File: config.mk
export PLATFORM = sky130hd
export DESIGN_NAME = wlh_ram
export DESIGN_NICKNAME = d
export VERILOG_FILES = /design/src/rtl/wlh_ram.sv
export SDC_FILE = /design/constraint.sdc
export NUM_CORES = 2
export LEC_CHECK = 0
export ABC_AREA = 0
export ABC_CLOCK_PERIOD_IN_PS = 3900
export BUFFER_PORTS_ARGS = -buffer_cell sky130_fd_sc_hd__buf_4
export CAP_MARGIN = 10
export CELL_PAD_IN_SITES_DETAIL_PLACEMENT = 0
export CELL_PAD_IN_SITES_GLOBAL_PLACEMENT = 1
export CORE_ASPECT_RATIO = 0.5
export CORE_MARGIN = 2
export CORE_UTILIZATION = 52
export CTS_CLUSTER_DIAMETER = 150
export DETAILED_ROUTE_END_ITERATION = 10
export PLACE_DENSITY_LB_ADDON = 0.05
export SLEW_MARGIN = 20
export SYNTH_ARGS = -nofsm -noshare
export SYNTH_HDL_FRONTEND = slang
export SYNTH_SLANG_ARGS = --single-unit
File: constraint.sdc
create_clock -name clk -period 3.9 [get_ports clk]
set_input_delay 0.78 -clock clk [delete_from_list [all_inputs] [get_ports clk]]
set_output_delay 0.78 -clock clk [all_outputs]
set_load 0.01 [all_outputs]
File: src/rtl/wlh_ram.sv
// generic single write, single read ram with registered read data
`default_nettype none

module wlh_ram #(
    parameter int WIDTH = 32,
    parameter int DEPTH = 128
) (
    input  wire logic                     clk,
    input  wire logic                     we,
    input  wire logic [$clog2(DEPTH)-1:0] waddr,
    input  wire logic [WIDTH-1:0]         wdata,
    input  wire logic                     re,
    input  wire logic [$clog2(DEPTH)-1:0] raddr,
    output logic      [WIDTH-1:0]         rdata
);

    logic [WIDTH-1:0] mem [DEPTH];
    logic [WIDTH-1:0] rdata_reg;

    always_ff @(posedge clk)
    begin
        if (we)
        begin
            mem[waddr] <= wdata;
        end
        if (re)
        begin
            rdata_reg <= mem[raddr];
        end
    end

    assign rdata = rdata_reg;

endmodule

`default_nettype wire

# --- Yosys cells after proc, flatten, opt, wreduce, memory -nomap -nowiden ---
# Memory sizes are Yosys's and may differ from the RTL's. A register that Yosys moved wholly into a read port is not among the register bits.
# Cells that the tools add are included.
word_totals:
  reg_bits: 0
  latchBits: 0
  ramBits: 4096
  rom_bits: 0
  out_inout_bits: 32
  n_memories: 1
mem_list:
  columns: ["memory", "words", "word_bits", "read_ports", "rd_clocked_by_memory_dff", "wr", "line", "text"]
  rows:
  - ["mem", 128, 32, 1, 1, 1, "17", "logic [WIDTH-1:0] mem [DEPTH];"]
op_classes:
  add_sub_neg: 0
  n_mul: 0
  n_div: 0
  n_lt_le_gt_ge: 0
  eq_ne: 0
  shifts: 0
  mux: 2
  n_bitwise: 0
  n_reduce_logical: 0
op_table:
  columns: ["operator", "n"]
  rows:
  - ["$mux W1", 2]

# --- Depth between registers and ports, before layout ---
logic_depth:
  depth_word: 2
  depth_mapped: 8

# --- Worst setup path after synthesis ---
# No wires, ideal clock.
synth_path:
  path_kind: "input port to flip-flop"
  from: "input port we"
  to: "memory mem[98][0], enable pin"
  t_arrival_ns: 3.558
  required_ns: 3.439
  path_slack_ns: -0.119
  cell_stages: 3
  n_path_buf: 1
  cell_sequence: "clkbuf_1 nand4_1 nor3_1"
synth_via:
  elab_chain_cells: 2
synth_rtl:
  columns: ["element", "line", "text"]
  rows:
  - ["start, declared", "9", "input wire logic we,"]
  - ["$mux W1", "22", "if (we)"]
  - ["$mux W1 (implied by the code)", "24", "mem[waddr] <= wdata;"]
  - ["end, declared", "17", null]
# No other way between the ends.

==> impl_metrics.csv <==
group,metric,value,unit
run_status,outcome,"complete, no violations",
min_path,hold-path-endpoint,"mem[40][6]$_DFFE_PP_",
clock_network,cts_made_buffers,357,
setup_path,critPathLaunchType,"input port",
setup_path,setup.worst_path.class,"input port to flop",
min_path,whs_path_depth,1,
power,p_leak,55.0,nW
sta,relSlewSlack,0.228,
place,place_congestion,0.810,
place,dpl.hpwl,253000,um
clock_network,cts_sinks,4128,
global_routing,grt_max_degree,82,
sta,max_freq,307,MHz
setup_path,rr_startpoint,"mem[45][18]$_DFFE_PP_",
synth,synth_top_family_by_area,"multiplexers",
synth,yosysWarnings,0,
synth,synth.avg_cell_area,26.1,sq um
cells_and_area,fillers,20435,
synth,synthSimpleGateAreaFrac,0.00445,
clock_network,clk_latency,920,ps
cells_and_area,drive_above_1_share,0.371,
drt,drt_iter0_drc,11095,
sta,skew,37.0,ps
global_routing,grt_remaining_overflow,0,
setup_path,cp.arrival,3910,ps
clock_network,cts-hold-fix-buffers,0,
clock_network,cts_tree,"built",
clock_network,clk_pin_slew,70,ps
global_routing,grt_pass1_vias,72172,
drt,wl_per_cell,40.0,um
drt,vias,72006,
synth,synth_fa_ha_area_frac,0,
floorplanning,die_h,392,um
sta,final-max-slew-violation-count,0,
synth,syn_nets,6039,
drt,vias_per_cell,6.60,
min_path,hp-start,"wdata[6]",
power,p_per_area,497,mW/mm^2
synth,synth_compound_area_frac,0,
clock_network,cts_max_path_buffers,4,
power,power,89.3,mW
setup_path,worst-path-max-fanout,34,
synth,netlist_area,0.157,sq mm
sta,rsz0062_at_grt,"false",
drt,firstDrtPassIters,5,
synth,synth_mux_area_frac,0.196,
cells_and_area,syn_to_final_growth,14.6,%
synth,ys_ff_latch,4128,
clock_network,cts_resized,0,
sta,tightest_slew,1160,ps
synth,synth-xor-area-share,0,
place,placed_cell_area,0.168,sq mm
floorplanning,start_util,0.523,
clock_network,cts_setup_buffers,0,
drt,postRouteAntennaNets,0,
setup_path,reg2reg_slack,1060,ps
drt,drc,0,
synth,yosysUniqueCellTypes,16,
sta,period_minus_slack,3260,ps
clock_network,cts_root_buffer,"clkbuf_16",
floorplanning,rows,142,
drt,wl,436000,um
floorplanning,core_area,0.300,sq mm
place,io_buffers,80,
floorplanning,die_w,780,um
global_routing,grt_usage,0.286,
setup_path,cp.required,4550,ps
power,vdd_ir_drop_max,360,uV
setup_path,end_kind,"flop",
floorplanning,dieArea,0.306,sq mm
global_routing,grt_pass1_wl,593000,um
sta,hold_viol,0,
cells_and_area,num-nets-final,6624,
setup_path,r2r-end,"rdata[18]$_DFFE_PP_",
setup_path,ff2ff_path_depth,4,
cells_and_area,largest_reg_flops,4096,
cells_and_area,stdcell_area,0.180,sq mm
sta,finalSetupViolCount,0,
clock_network,htreeDepth,5,
sta,period_share,0.835,
synth,yosysSeqAreaShare,0.792,
floorplanning,io_pins,81,
run,drv_cap,0,
global_routing,antenna_found_initial,70,
synth,synthCells,5990,
min_path,hold_path.class,"input port to flop",
## cells in the final DEF, fill, tap and decap left out, drive strengths merged, types with 7 or more instances in the layout
master,Yosys,final
nor2b,7,7
bufinv,0,27
clkinvlp,0,15
edfxtp,4128,4128
inv,0,10
mux2,32,32
clkbuf,182,443
clkinv,0,134
nand2,14,14
diode,0,30
nand3,12,12
mux4,1344,1344
nor2,122,122
buf,134,542
nor3,9,9
## worst max-delay path: stages
cell	delay, ps
buf_16	200
buf_12	210
buf_12	280
buf_4	220
mux4_2	490
mux4_2	620
mux4_2	660
mux2_2	320
## synthesized netlist by cell type
library cell | instances | share of area
edfxtp_1 | 4128 | 0.79
mux4_2 | 1344 | 0.19
clkbuf_1 | 182 | 0.0044
nor2_1 | 122 | 0.0029
buf_2 | 79 | 0.0025
buf_1 | 50 | 0.0012
mux2_2 | 32 | 0.0023
nand2_1 | 14 | 0.00034
nand3_1 | 12 | 0.00038
nor3_1 | 9 | 0.00029
nor2b_1 | 7 | 0.00028
buf_4 | 3 | 0.00014
nand4_1 | 3 | 0.00012
buf_6 | 2 | 0.00014
nand2b_1 | 2 | 0.000080
or3_1 | 1 | 0.000040
## per-layer routing
| metal | GRT usage | vias up | part of all wire |
|---|---|---|---|
| li1 | - | 27613 | - |
| met1 | 0.426 | 39990 | 0.40 |
| met2 | 0.442 | 3823 | 0.47 |
| met3 | 0.0665 | 560 | 0.11 |
| met4 | 0.0628 | 20 | 0.023 |
| met5 | 0 | - | 0.00030 |
## report_power, final
group	switching [mW]	internal (mW)
logic	3.16	2.05
clock network	15.8	19.1
registers	0.130	49.0
## metrics by stage
| step | setup WS [ps] | setup TNS (ps) | hold slack (ps) | cells | utilization |
|---|---|---|---|---|---|
| final | 642 | 0 | 280 | 10907 | 0.599 |
| after CTS | 671 | 0 | 216 | 10875 | 0.599 |
| after detailed placement | -299 | -2730 | 1190 | 10246 | 0.562 |
| after global routing | 607 | 0 | 228 | 10881 | 0.599 |
| after global placement | -318 | -2620 | 1190 | 10246 | 0.562 |
| after floorplan | -119 | -10230 | 879 | 5990 | - |
## final cells by class
class / instances / area (sq um) / area share
multi-input combinational: 1546 / 32300 / 0.180
antenna: 30 / 75.1 / 0.000418
sequential: 4128 / 124000 / 0.691
timing repair buffer: 542 / 6980 / 0.0389
tap: 4032 / 5040 / 0.0281
clock inverter: 186 / 1630 / 0.00906
clock buffer: 443 / 9490 / 0.0529
## cells by family after synthesis
logic type	after synthesis
buf+inv	316
simple gates	170
mux	1376
flops	4128
## how the worst max path moves through the flow
stage                   from              endpoint  slack (ps)
finish              raddr[0]   rdata[10]$_DFFE_PP_         640
global route        raddr[0]   rdata[10]$_DFFE_PP_         610
CTS                 raddr[0]   rdata[10]$_DFFE_PP_         670
detailed placement  raddr[0]   rdata[10]$_DFFE_PP_        -300
global placement    raddr[0]   rdata[10]$_DFFE_PP_        -320
floorplan                 we  mem[98][0]$_DFFE_PP_        -120
Power figures use the tool's default switching activity.
