**src/rtl/wlh_pkg.sv**
```systemverilog
// shared types, constants and helpers for the word length histogram
`default_nettype none

package wlh_pkg;

    localparam int CNT_W = 32;

    localparam logic [7:0] SEP_SPACE   = 8'h20;
    localparam logic [7:0] SEP_TAB     = 8'h09;
    localparam logic [7:0] SEP_NEWLINE = 8'h0A;

    localparam logic [CNT_W-1:0] COUNT_MAX = {CNT_W{1'b1}};

    typedef enum logic [1:0]
    {
        REQ_TEXT = 2'd0,
        REQ_END  = 2'd1,
        REQ_READ = 2'd2
    } req_type_t;

    // per-word control handed from the front stage to the update stage
    typedef struct packed
    {
        logic             inc;
        logic             rd;
        logic             in_range;
        logic [CNT_W-1:0] words_total;
    } item_t;

    function automatic logic [CNT_W-1:0] sat_inc(input logic [CNT_W-1:0] v);
        sat_inc = (v == COUNT_MAX) ? v : v + CNT_W'(1);
    endfunction

endpackage

`default_nettype wire

```
**src/rtl/wlh_front.sv**
```systemverilog
// front stage: word length tracking, total count, bin lookup and clear sweep
`default_nettype none

module wlh_front #(
    parameter int NUM_BINS = 128
) (
    input  wire logic                        clk,
    input  wire logic                        rst_n,
    input  wire logic                        acc,
    input  wire logic [1:0]                  req_type,
    input  wire logic [7:0]                  data_byte,
    input  wire logic [6:0]                  bin_index,
    output logic                             re,
    output logic [$clog2(NUM_BINS)-1:0]      raddr,
    output wlh_pkg::item_t                   item,
    output logic                             clr_busy,
    output logic [$clog2(NUM_BINS)-1:0]      clr_addr
);

    localparam int AW = $clog2(NUM_BINS);
    localparam logic [AW-1:0] TOP_BIN = AW'(NUM_BINS - 1);

    logic [AW-1:0]               len_reg,   len_next;
    logic [wlh_pkg::CNT_W-1:0]   tally_reg, tally_next;
    logic                        clr_busy_reg, clr_busy_next;
    logic [AW-1:0]               clr_addr_reg, clr_addr_next;
    logic                        is_sep;
    logic                        closes;
    logic                        is_read;
    logic                        in_range;

    always_comb
    begin
        is_sep   = (data_byte == wlh_pkg::SEP_SPACE) || (data_byte == wlh_pkg::SEP_TAB)
                   || (data_byte == wlh_pkg::SEP_NEWLINE);
        closes   = 1'b0;
        is_read  = 1'b0;
        in_range = (32'(bin_index) < NUM_BINS);
        len_next = len_reg;

        unique case (wlh_pkg::req_type_t'(req_type))
            wlh_pkg::REQ_TEXT:
            begin
                if (is_sep)
                begin
                    closes = 1'b1;
                end
                else if (len_reg != TOP_BIN)
                begin
                    len_next = len_reg + AW'(1);
                end
            end
            wlh_pkg::REQ_END:  closes  = 1'b1;
            wlh_pkg::REQ_READ: is_read = 1'b1;
            default: ;
        endcase

        if (closes)
        begin
            len_next = '0;
        end
        if (!acc)
        begin
            len_next = len_reg;
        end

        tally_next = tally_reg;
        if (acc && closes && (len_reg != '0))
        begin
            tally_next = wlh_pkg::sat_inc(tally_reg);
        end

        item.inc         = closes && (len_reg != '0);
        item.rd          = is_read;
        item.in_range    = in_range;
        item.words_total = tally_next;

        re    = acc && (item.inc || (is_read && in_range));
        raddr = item.inc ? len_reg : AW'(bin_index);

        clr_busy_next = clr_busy_reg;
        clr_addr_next = clr_addr_reg;
        if (clr_busy_reg)
        begin
            clr_addr_next = clr_addr_reg + AW'(1);
            if (clr_addr_reg == TOP_BIN)
            begin
                clr_busy_next = 1'b0;
                clr_addr_next = '0;
            end
        end
    end

    always_ff @(posedge clk or negedge rst_n)
    begin
        if (!rst_n)
        begin
            len_reg      <= '0;
            tally_reg    <= '0;
            clr_busy_reg <= 1'b1;
            clr_addr_reg <= '0;
        end
        else
        begin
            len_reg      <= len_next;
            tally_reg    <= tally_next;
            clr_busy_reg <= clr_busy_next;
            clr_addr_reg <= clr_addr_next;
        end
    end

    assign clr_busy = clr_busy_reg;
    assign clr_addr = clr_addr_reg;

endmodule

`default_nettype wire

```
**config.mk**
```make
export PLATFORM = sky130hd
export DESIGN_NAME = wlh_front
export DESIGN_NICKNAME = d
export VERILOG_FILES = /design/src/rtl/wlh_pkg.sv /design/src/rtl/wlh_front.sv
export SDC_FILE = /design/constraint.sdc
export NUM_CORES = 1
export LEC_CHECK = 0
export ABC_CLOCK_PERIOD_IN_PS = 2300
export CORE_MARGIN = 1.5
export CORE_UTILIZATION = 35
export CTS_CLUSTER_SIZE = 24
export DETAILED_ROUTE_END_ITERATION = 12
export DONT_BUFFER_PORTS = 1
export GPL_TIMING_DRIVEN = 0
export PLACE_DENSITY = 0.52
export SYNTH_ARGS = -nofsm -noshare
export SYNTH_HDL_FRONTEND = slang
export SYNTH_SLANG_ARGS = --single-unit
```
**constraint.sdc**
```tcl
create_clock -name clk -period 2.3 [get_ports clk]
set_clock_uncertainty 0.1 [all_clocks]
set_input_delay 0.23 -clock clk [delete_from_list [all_inputs] [get_ports clk]]
set_output_delay 0.23 -clock clk [all_outputs]
set_load 0.01 [all_outputs]
```
=== Yosys cells after proc, flatten, opt, wreduce, memory -nomap -nowiden ===
Index checks and enable logic that the tools add are counted.

* Bits in registers: 47
* Input port bits: 20
* Output and inout bits: 51
* Logic and storage cells: 41

* $add $sub $neg: 3
* Eq/ne operators: 9
* Mux-type cells: 13
* Reduce and logical (&&, ||, !) cells: 12

{| class="wikitable"
|+ Operator list
! cell !! count
|-
| two-way mux 32 bit || 2
|-
| two-way mux 7 bit || 6
|-
| adder 32 x 1 -> 32 bit, second input constant || 1
|-
| equality test 32 bit, second input constant || 1
|-
| equality test 8 x 4 -> 1 bit, second input constant || 2
|-
| adder 7 x 1 -> 7 bit, second input constant || 2
|-
| equality test 8 x 6 -> 1 bit, second input constant || 1
|-
| equality test 7 bit, second input constant || 1
|-
| inequality test 7 bit, second input constant || 1
|-
| nonzero test 7 bit || 1
|-
| logical AND 1 bit || 4
|-
| two-way mux 1 bit || 4
|-
| AND reduction 4 bit || 1
|-
| nonzero test 2 bit || 2
|-
| logical OR 1 bit || 3
|-
| equality test 2 x 1 -> 1 bit, second input constant || 1
|-
| equality test 2 bit, second input constant || 1
|-
| zero test 2 bit || 1
|-
| inequality test 2 x 1 -> 1 bit, second input constant || 1
|-
| one-hot mux 1 bit (2 select lines) || 1
|}

=== Depth between registers and ports, before layout ===
* Depth in word-level cells: 8
* Gate-level depth with buffers: 8
* Mapped depth without buffers: 7

=== Worst setup path after synthesis ===
Ideal clock, no wire load.

* Path type: flip-flop to output port
* From: reg tally_reg[0] in the netlist's numbering
* To: out item[12] in the netlist's numbering
* Arrival time: 1891 ps
* Required time: 1970 ps
* Setup slack: 79 ps
* Stages on the path, launching flop included: 8
* Path buffers: 1
* Path through: dfrtp_1 ha_1 and4_1 and4_1 and3_1 buf_4 nor4b_1 xor2_1

{| class="wikitable"
|+ RTL lines
! item !! RTL line !! source
|-
| from (decl) || wlh_front.sv:24 || <nowiki>logic [wlh_pkg::CNT_W-1:0] tally_reg, tally_next;</nowiki>
|-
| from (signal assigned) || wlh_front.sv:106 || <nowiki>tally_reg <= tally_next;</nowiki>
|-
| to (decl) || wlh_front.sv:15 || <nowiki>output wlh_pkg::item_t item,</nowiki>
|}

==> metrics <==
status finished with violations; failing checks negative setup slack; crit-path cells or4_4, o21a_4, a21boi_4, buf_6, buf_6, nand3_4, xnor2_4; pwr dens 477 nW/um^2; Avg Cell Area, Syn 10.6 sq um; synth warn 0; CP peak stage delay 0.54 ns; max-cap violation count 0; clock-pin slew on the worst setup and hold paths 0.10 ns; worst slew pin tran 0.522 ns; DRC viols 0; fillcell total 643; CTS buffer count 5; via count 2128; antenna-violating nets left 0; GPL Wtd Cong 0.729; number of synthesized register bits 47; total gr overflow 0; vias in the first global route 2139; P_leak 1.80 nW; Mapped Area 2600 sq um; Setup Viol. Count Final 33; syn nets 270; Max Slew Vio Count 0; largest net degree at the start of global routing 48; TritonCTS clock tree built; VDD IR max 0.418 mV; Initial Util 36.0%; final worst path period share 108%; part of the Yosys area used for sequential elements 45.3%; Diodes inserted 0; Clock Sinks 47; routing usage on met3 5.45%; Syn-to-layout area delta 50.1%; antenna violations before repair 0; Clk Latency, worst-skew pair 0.30 ns; met1 Usage GRT 20.6%; Rel. slew slack 64.9%; RSZ-0062 raised after global routing true; Die W 89.1 um; Max Fclk 0.401 GHz; Critical Path Sink Type output port; worst path arrival time 2.16 ns; Initial DRC Count 85; first-pass GRT wire length 10400 um; worst hold path type in2reg; H-tree depth 2; final net count 325; vias per cell 5.31; CTS Buffer Depth 2; slack of the critical path -0.193 ns; Post-Synthesis Cells 246; max reg flops 32; hpwl dp 4010 um; fin crit period 2.49 ns; final core occ 54.0%; Die Footprint 7940 sq um; crit path launch type flip-flop; critical setup path kind reg2out; Site Rows 31; Synth cell types 44; total power 0.00186 W; final WL 6940 um; All-Layer GR Usage 17.1%; M2 GR Usage 30.0%; CTS Root Buffer Type clkbuf_8; I/O Buffers 0; most frequent CP cell buf_6; share of cells above drive strength 1 51.3%; DIE HEIGHT 89.1 um; I/O pin cnt 71; iteration count of the initial detailed-routing pass 4; Most Crowded Layer GR met2; post-DR wirelength/cell 17.3 um; final hold vios 0; CORE AREA 7210 sq um; CP max-delay cell or4_4; CP Max Fanout 8; Worst Path Required 1.97 ns
==> cell usage after synthesis (all sizes together) <==
cell type	n	area (sq um)
nand2b	3	18.8
nor4	6	43.8
nor3	10	50.1
and4	6	52.6
and3	7	43.8
o21ai	1	8.76
nand3	14	70.1
nor2b	3	18.8
a22o	2	17.5
or3	2	12.5
mux2	9	120
buf	7	57.6
a21boi	1	18.8
and4b	1	10.0
o21a	1	7.51
ha	4	50.1
nand2	15	56.3
o31a	1	10.0
a41oi	2	17.5
and2	4	25.0
dfrtp	46	1150
a211o	1	8.76
a2111oi	1	15.0
dfstp	1	26.3
inv	8	30.0
nand4	21	131
or4	1	7.51
nor4b	3	32.5
xnor2	19	166
conb	1	3.75
nand4b	1	8.76
mux2i	1	10.0
o31ai	2	15.0
xor2	19	166
nor2	15	58.8
a32o	1	10.0
a21oi	4	20.0
and4bb	2	25.0
==> cells in the final DEF (no fill, tap or decap), types with 3 or more instances in the layout <==
master and instances:
mux2_2 3, nor4_4 4, inv_1 7, nand2_1 12, nand3_4 3, mux2_4 6
and3_1 6, clkbuf_8 6, xnor2_1 3, nand4_1 21, nand2_4 3, nor3_4 7
nand2b_1 3, and2_1 3, dfrtp_1 43, buf_6 11, xor2_2 13, a21oi_1 4
and4_4 5, nor2b_1 3, buf_4 40, xor2_1 5, dfrtp_2 3, xnor2_2 14
nand3_1 9, nor2_1 12
==> cell type report <==
cell class / instances / area (sq um) / area share [%]
buffer: 7 / 80.1 / 2.06
sequential: 47 / 1180 / 30.3
tap: 99 / 124 / 3.18
timing repair buffer: 48 / 417 / 10.7
inverter: 8 / 30.0 / 0.771
clock inverter: 2 / 35.0 / 0.899
clock buffer: 6 / 82.6 / 2.12
multi-input combinational: 184 / 1950 / 50.0
==> final timing paths <==
path	slack, ns	cells past startpoint	to	from
max	-0.19	7	item[21]	len_reg[5]$_DFFE_PN0P_
min	0.06	3	len_reg[0]$_DFFE_PN0P_	req_type[0]
max reg2reg	0.22	6	tally_reg[1]$_DFF_PN0_	len_reg[5]$_DFFE_PN0P_
min reg2reg	0.45	1	tally_reg[21]$_DFF_PN0_	tally_reg[21]$_DFF_PN0_
max in group asynchronous	1.50	2	clr_busy$_DFF_PN1_	rst_n
min in group asynchronous	0.32	2	clr_addr[2]$_DFFE_PN0P_	rst_n
==> kinds of logic (layout without fill, tap and decap cells) <==
family | Yosys count | after routing | synth area share [%]
muxes | 10 | 10 | 5.01
other | 1 | 1 | 0.144
DFF | 47 | 47 | 45.3
xor gates and xnor gates | 38 | 38 | 12.8
buffers and inverters | 15 | 71 | 3.37
adders and majority gates | 4 | 4 | 1.93
AOI/OAI and AO/OA | 17 | 17 | 5.74
and+or+nand+nor | 114 | 114 | 25.6
==> worst max-delay path: cells and delay by family (launching register included) <==
family | cells | cell delay (ns)
compound gates | 2 | 0.40
xor+xnor | 1 | 0.14
buf+inv | 2 | 0.28
flops | 1 | 0.42
simple gates | 2 | 0.61
==> metrics by stage <==
| step | setup TNS, ns | area [sq um] | hold slack (ns) | instances | worst slack, ns |
|---|---|---|---|---|---|
| floorplan | 0 | 2600 | -0.166 | 246 | 0.0791 |
| global placement | -1.36 | 2720 | -0.164 | 345 | -0.118 |
| detailed placement | -1.46 | 2720 | -0.164 | 345 | -0.115 |
| CTS | -4.38 | 3530 | 0.0546 | 379 | -0.178 |
| global route | -6.67 | 3900 | 0.0729 | 401 | -0.257 |
| finish | -4.11 | 3900 | 0.0637 | 401 | -0.193 |
==> routing by layer <==
metal	part of all wire, %	routed length (um)
met5	0	0
met4	1.3	93
met3	5.1	355
met2	52	3600
met1	42	2890
==> repair_timing <==
item / 4_1_cts / 5_1_grt
hold buffers: 2 / 0
gates resized for setup: 85 / 39
pin swaps: 28 / 30
buffers inserted: 23 / 21
endpoints found under the hold margin: 47 / 0
gates cloned: 2 / 1
setup endpoints to repair: 47 / 40
==> power breakdown <==
part	switching (W)	internal (W)	total [W]	leakage, nW
Clock	0.000285	0.000352	0.000638	0.0612
Sequential	0.0000333	0.000859	0.000892	0.637
Combinational	0.000164	0.000164	0.000328	1.10
Total	0.000482	0.00138	0.00186	1.80
Power figures use the tool's default switching activity.
