**src/rtl/wlh_pkg.sv**
```systemverilog
// shared types, constants and helpers for the word length histogram
`default_nettype none

package wlh_pkg;

    localparam int CNT_W = 32;

    localparam logic [7:0] SEP_SPACE   = 8'h20;
    localparam logic [7:0] SEP_TAB     = 8'h09;
    localparam logic [7:0] SEP_NEWLINE = 8'h0A;

    localparam logic [CNT_W-1:0] COUNT_MAX = {CNT_W{1'b1}};

    typedef enum logic [1:0]
    {
        REQ_TEXT = 2'd0,
        REQ_END  = 2'd1,
        REQ_READ = 2'd2
    } req_type_t;

    // per-word control handed from the front stage to the update stage
    typedef struct packed
    {
        logic             inc;
        logic             rd;
        logic             in_range;
        logic [CNT_W-1:0] words_total;
    } item_t;

    function automatic logic [CNT_W-1:0] sat_inc(input logic [CNT_W-1:0] v);
        sat_inc = (v == COUNT_MAX) ? v : v + CNT_W'(1);
    endfunction

endpackage

`default_nettype wire

```
**src/rtl/wlh_update.sv**
```systemverilog
// update stage: bin increment with write forwarding, and output register
`default_nettype none

module wlh_update #(
    parameter int NUM_BINS = 128
) (
    input  wire logic                             clk,
    input  wire logic                             rst_n,
    input  wire logic                             acc,
    input  wire wlh_pkg::item_t                   item,
    input  wire logic [$clog2(NUM_BINS)-1:0]      addr,
    input  wire logic [wlh_pkg::CNT_W-1:0]        rdata,
    output logic                                  we,
    output logic [$clog2(NUM_BINS)-1:0]           waddr,
    output logic [wlh_pkg::CNT_W-1:0]             wdata,
    output logic                                  ready,
    output logic                                  out_valid,
    input  wire logic                             out_ready,
    output logic [wlh_pkg::CNT_W-1:0]             out_total,
    output logic [wlh_pkg::CNT_W-1:0]             out_count,
    output logic                                  out_flag
);

    localparam int AW = $clog2(NUM_BINS);

    logic                       s1_vld_reg, s1_vld_next;
    wlh_pkg::item_t             s1_item_reg;
    logic [AW-1:0]              s1_addr_reg;
    logic                       byp_vld_reg, byp_vld_next;
    logic [AW-1:0]              byp_addr_reg;
    logic [wlh_pkg::CNT_W-1:0]  byp_data_reg;
    logic                       out_vld_reg, out_vld_next;
    logic [wlh_pkg::CNT_W-1:0]  out_total_reg;
    logic [wlh_pkg::CNT_W-1:0]  out_count_reg;
    logic                       out_flag_reg;
    logic                       s1_adv;
    logic [wlh_pkg::CNT_W-1:0]  cur;

    always_comb
    begin
        s1_adv = s1_vld_reg && (!out_vld_reg || out_ready);
        ready  = !s1_vld_reg || !out_vld_reg || out_ready;

        // last write may not be visible yet in the ram read data
        cur = (byp_vld_reg && (byp_addr_reg == s1_addr_reg)) ? byp_data_reg : rdata;

        we    = s1_adv && s1_item_reg.inc;
        waddr = s1_addr_reg;
        wdata = wlh_pkg::sat_inc(cur);

        s1_vld_next  = acc ? 1'b1 : (s1_adv ? 1'b0 : s1_vld_reg);
        byp_vld_next = byp_vld_reg || we;
        out_vld_next = s1_adv ? 1'b1 : (out_ready ? 1'b0 : out_vld_reg);
    end

    always_ff @(posedge clk or negedge rst_n)
    begin
        if (!rst_n)
        begin
            s1_vld_reg  <= 1'b0;
            byp_vld_reg <= 1'b0;
            out_vld_reg <= 1'b0;
        end
        else
        begin
            s1_vld_reg  <= s1_vld_next;
            byp_vld_reg <= byp_vld_next;
            out_vld_reg <= out_vld_next;
        end
    end

    always_ff @(posedge clk)
    begin
        if (acc)
        begin
            s1_item_reg <= item;
            s1_addr_reg <= addr;
        end
        if (we)
        begin
            byp_addr_reg <= waddr;
            byp_data_reg <= wdata;
        end
        if (s1_adv)
        begin
            out_total_reg <= s1_item_reg.words_total;
            out_count_reg <= (s1_item_reg.rd && s1_item_reg.in_range) ? cur : '0;
            out_flag_reg  <= s1_item_reg.rd;
        end
    end

    assign out_valid = out_vld_reg;
    assign out_total = out_total_reg;
    assign out_count = out_count_reg;
    assign out_flag  = out_flag_reg;

endmodule

`default_nettype wire
```
**config.mk**
```make
export PLATFORM = sky130hd
export DESIGN_NAME = wlh_update
export DESIGN_NICKNAME = d
export VERILOG_FILES = /design/src/rtl/wlh_pkg.sv /design/src/rtl/wlh_update.sv
export SDC_FILE = /design/constraint.sdc
export NUM_CORES = 1
export LEC_CHECK = 0
export BUFFER_PORTS_ARGS = -buffer_cell sky130_fd_sc_hd__buf_2
export CORE_ASPECT_RATIO = 1.75
export CORE_MARGIN = 3
export CORE_UTILIZATION = 34
export DETAILED_ROUTE_END_ITERATION = 8
export PLACE_DENSITY_LB_ADDON = 0.12
export SYNTH_ARGS = -nofsm -noshare
export SYNTH_HDL_FRONTEND = slang
export SYNTH_SLANG_ARGS = --single-unit
export TNS_END_PERCENT = 30
```
**constraint.sdc**
```tcl
create_clock -name clk -period 5.8 [get_ports clk]
set_clock_uncertainty 0.15 [all_clocks]
set_input_delay 0.58 -clock clk [delete_from_list [all_inputs] [get_ports clk]]
set_output_delay 0.58 -clock clk [all_outputs]
set_load 0.03 [all_outputs]
```
# Word level (Yosys, flattened, before mapping)
# Cells that the tools add are included.
# W data, S select, Z words.
# totals
input_bits	78
reg_bits	149
output_inout_bits	107
wordCells	34
# classes
muxes	6
n_eq_ne	2
n_reduce_logical	12
add_sub_neg	1
# op_table
operator	count
$mux W32	2
$add A32 B1 Y32 const B	1
$eq A32 B32 Y1 const B	1
$eq A7 B7 Y1	1
$logic_and A1 B1 Y1	4
$logic_or A1 B1 Y1	4
$mux W1	4
$reduce_bool A2 Y1	2
$logic_not A1 Y1	2

# Logic depth before layout (Yosys ltp)
# depth
depth_word	5
depth_mapped	9
mapped_depth_nobuf	7

# Worst setup path before layout
# OpenSTA, ideal clock, no wires.
# synth_timing
kind	input -> output
startpoint	in rdata[8] (netlist name)
endpoint	out wdata[21] (netlist name)
required_ns	5.070
n_path_buf	1
t_arrival_ns	2.911
stages	8
setup_slack_ns	2.159
cell_sequence	clkbuf_2 -> inv_1 -> or4_4 -> o41ai_4 -> mux2_2 -> nor2_1 -> nand2_1 -> a21boi_0
# synth_between
elab_chain_cells	3
elab_cells_between_ends	4
cone_classes	1 x add/sub; 1 x eq/ne; 2 x mux
# synth_rtl
item	line_no	source
start, declared	wlh_update.sv:12	input wire logic [wlh_pkg::CNT_W-1:0] rdata,
$mux W32 *	wlh_update.sv:45	cur = (byp_vld_reg && (byp_addr_reg == s1_addr_reg)) ? byp_data_reg : rdata;
$add A32 B1 Y32 or $eq A32 B32 Y1 (tied branches)	wlh_pkg.sv:31	sat_inc = (v == COUNT_MAX) ? v : v + CNT_W'(1);
$mux W32 *	wlh_pkg.sv:31	
end, declared	wlh_update.sv:15	output logic [wlh_pkg::CNT_W-1:0] wdata,
# Mark *: on every way between the ends. The rest lies on a longest branch, timed or not.

# Worst setup path in the final report
# layout_timing
startpoint	reg s1_addr_reg[1] (netlist: waddr[1])
endpoint	out wdata[20] (netlist name)
# layout_between
elab_chain_cells	5
elab_cells_between_ends	6
cone_classes	1 x add/sub; 2 x eq/ne; 2 x mux; 1 x reduce/logical
# layout_rtl
item	line_no	source
start, declared	wlh_update.sv:28	logic [AW-1:0] s1_addr_reg;
start signal, assigned	wlh_update.sv:77	s1_addr_reg <= addr;
$eq A7 B7 Y1 *	wlh_update.sv:45	
$logic_and A1 B1 Y1 *	wlh_update.sv:45	
$mux W32 *	wlh_update.sv:45	
$add A32 B1 Y32 or $eq A32 B32 Y1 (tied branches)	wlh_pkg.sv:31	
$mux W32 *	wlh_pkg.sv:31	
# Marked as above.

==> impl_results.md <==
* Root Driver: clkbuf_16
* Share of cells above drive strength 1 at 33.6%
* Leakage at 3.11 nW
* Asr flop ratio synth at 2.01%
* Initial Util at 35.0%
* TritonCTS Buffers at 17
* Setup bufs post-CTS at 0
* CP endpoint kind: output port
* Worst hold path class: in -> reg
* CP Max Fanout at 27
* Setup_tns at 0 ns
* GRT Util Overall at 17.8%
* Top_reg_cell synth: edfxtp_1
* Sw Pwr at 0.000710 W
* IO Port Bufs at 184
* Sw Ratio at 26.6%
* Antenna Nets Post-Route at 0
* Row count at 66
* FILL cells at 1749
* WP buf/inv at 2
* Unique masters post-synth at 52
* Std-Cell Core Area at 0.0187 mm²
* Worst-Margin Slew at 1.03 ns
* Post-CTS resize count at 0
* Number of hold violations in the final report at 0
* P_int at 0.00196 W
* # setup viols final at 0
* Total Nets Final at 767
* Max clock buf depth at 2
* IO Pins at 185
* Die Wd at 111 µm
* Gate count of the mapped netlist at 496
* First-pass GRT wire length at 28200 µm
* DRC viols at 0
* Synthesized Nets at 574
* EDFF count, synth at 146
* Critical path arrival at 3.76 ns
* Reg power frac at 49.4%
* Cts hold-fix bufs at 1
* Proportion of synthesized area in mux cells at 4.54%
* Initial drt markers at 302
* Period utilization at 77.4%
* CTS tree: done
* CP startpoint kind: flip-flop
* Setup WS post-layout at 1.31 ns
* Mapped cell area at 0.00655 mm²
* Area grow syn2layout at 26.5%
* Compound-Gate Fraction of Synth Area at 6.61%
* Clk sinks at 149
* Max Cap Viol at 0
* CP required at 5.07 ns
* Slew HR at 31.1%
* Placer Congestion at 0.901
* CP delay by family, top: simple AND/OR/NAND/NOR gates
* Pre-CTS setup slack at 1.73 ns
* F_max at 223 MHz
* Max reg flops at 35
* Synthesized flop and latch total at 149
* Worst setup path category: reg -> out
* Power per cell area at 322 mW/mm²
* H-tree Lvls at 4
* Synth Area in Simple Gates at 16.1%
* Global route total overflow at 0
* Status: finished clean
* Sequential-to-total area share from yosys stat at 68.1%
* Post-synthesis adder-cell area fraction at 0%
* Chip height at 190 µm
* Dpl hpwl at 14000 µm
* Multi-input gate area at 0.00199 mm²
* Clock Latency Late Sink at 0.43 ns
* Clock Power Share at 38.4%
* Die ar. at 0.0210 mm²
* Max VDD drop at 0.225 mV
* Logic pwr share at 12.3%
* Main combinational cell family by area after synthesis: simple AND/OR/NAND/NOR gates
* Crit-path cells: xnor2_1, and4_1, nand2_1, buf_4, nand4_1, a22oi_1, o21ai_0, a21boi_0, buf_2
* Post-Synth XOR/XNOR Area at 3.07%
* Pre-antenna DRT Iters at 4
* RSZ-0062 raised after global routing: false
* Initial antenna violation count at 3
* Register area at 0.00446 mm²
* Vias at 4886
* WL final at 18700 µm
* Fin. max-slew vios at 0
* Vias per cell at 5.19
* CP max-delay cell: nand2_1
* Mean post-synth cell area at 13.2 µm²
* Avg WL per Cell at 19.9 µm
* CP max stage delay at 0.76 ns
* Vias in the first global route at 5061
* Largest net degree at the start of global routing at 52
* Fin crit period at 4.49 ns
* Hold WS at 0.172 ns
* Syn. warnings at 0
* Worst-path clk slew at 0.06 ns
-- worst reg2reg max path: cells and delay by family (launching register included) --
kind	cells	cell delay, ns
and+or+nand+nor	5	1.55
buffers and inverters	1	0.47
xor gates and xnor gates	1	0.21
DFF	1	0.42
AOI/OAI and AO/OA	1	0.37
-- cells in the mapped netlist (2+ instances only) --
cell,count,share of area [%]
nand4_1,20,1.9
nor4_1,6,0.57
or3_1,6,0.57
nor3_1,15,1.1
clkbuf_1,6,0.34
and2_1,5,0.48
nand2b_1,3,0.29
buf_2,5,0.38
and3_2,2,0.23
a21boi_0,5,0.57
and4_1,7,0.94
nand2_1,55,3.2
dfrtp_1,3,1.1
o21ai_0,13,0.99
a311o_1,2,0.31
a22oi_1,2,0.23
a21oi_1,29,2.2
nor2_1,38,2.2
mux2_2,4,0.69
a31oi_1,4,0.38
buf_1,2,0.11
nand3b_1,3,0.34
edfxtp_1,146,67
nor2b_1,4,0.38
buf_6,2,0.34
xnor2_1,17,2.3
nor3b_1,2,0.23
or2_2,4,0.38
and3_1,12,1.1
nand3_1,21,1.6
xor2_1,6,0.80
mux2i_1,23,3.5
inv_1,5,0.29
-- cells in the final DEF, fill, tap and decap left out, drive strengths merged, types with 2 or more instances in the layout --
cell and count:
a21boi 5, a21oi 29, a22oi 2, a311o 2, a31oi 4, and2 5
and3 14, and4 7, buf 190, clkbuf 19, clkinv 8, clkinvlp 2
dfrtp 3, diode 2, edfxtp 146, inv 7, mux2 4, mux2i 24
nand2 55, nand2b 3, nand3 21, nand3b 3, nand4 20, nor2 39
nor2b 4, nor3 15, nor3b 2, nor4 6, o21ai 13, o41ai 2
or2 4, or3 6, xnor2 17, xor2 6
-- power groups by stage --
stage	sequential (W)	combinational, W	clock, W
2_1_floorplan	0.00142	0.000115	0
3_3_place_gp	0.00133	0.000332	0
3_5_place_dp	0.00134	0.000334	0
4_1_cts	0.00132	0.000335	0.00105
5_1_grt	0.00133	0.000352	0.00109
6_report	0.00132	0.000328	0.00102
-- routing by layer --
metal | track usage [%] | routed length (µm) | vias up
met5 | 0 | 27 | -
met4 | 8.35 | 587 | 4
met2 | 33.0 | 10200 | 216
met3 | 6.87 | 1550 | 38
li1 | - | - | 2285
met1 | 17.2 | 6310 | 2343
-- final timing paths --
kind,startpoint,end,slack [ns],cells after the start
min in group asynchronous,rst_n,out_valid,0.32,2
min reg2reg,s1_item_reg[18],out_total[18],0.27,0
min,item[33],s1_item_reg[33],0.17,1
max,waddr[1],wdata[20],1.31,9
max reg2reg,waddr[4],byp_data_reg[12],2.39,8
max in group asynchronous,rst_n,byp_vld_reg,5.08,2
-- per-stage QoR --
step           instance area (µm²)  power, W  util, %  instances
6_report                      8290   0.00267     44.2        942
5_1_grt                       8290   0.00277     44.2        941
4_1_cts                       8280   0.00271     44.2        940
3_5_place_dp                  7730   0.00167     41.3        907
3_3_place_gp                  7730   0.00167     41.3        907
2_1_floorplan                 6550   0.00153        -        496
-- kinds of logic after synthesis --
kind of cell              count (synthesis)
DFF                                     149
buffers and inverters                    22
and+or+nand+nor                         207
xor gates and xnor gates                 23
AOI/OAI and AO/OA                        67
muxes                                    28
-- cell type report --
type                    instances  share of cell area [%]
diodes                          2                  0.0604
clock buffers                  19                    5.22
clock inverters                13                    1.30
inverters                       5                   0.226
multi-input cells             325                    24.0
flip-flops and latches        149                    53.8
well taps                     238                    3.59
repair buffers                191                    11.8
Note: power is estimated with default switching activity, not from simulation.
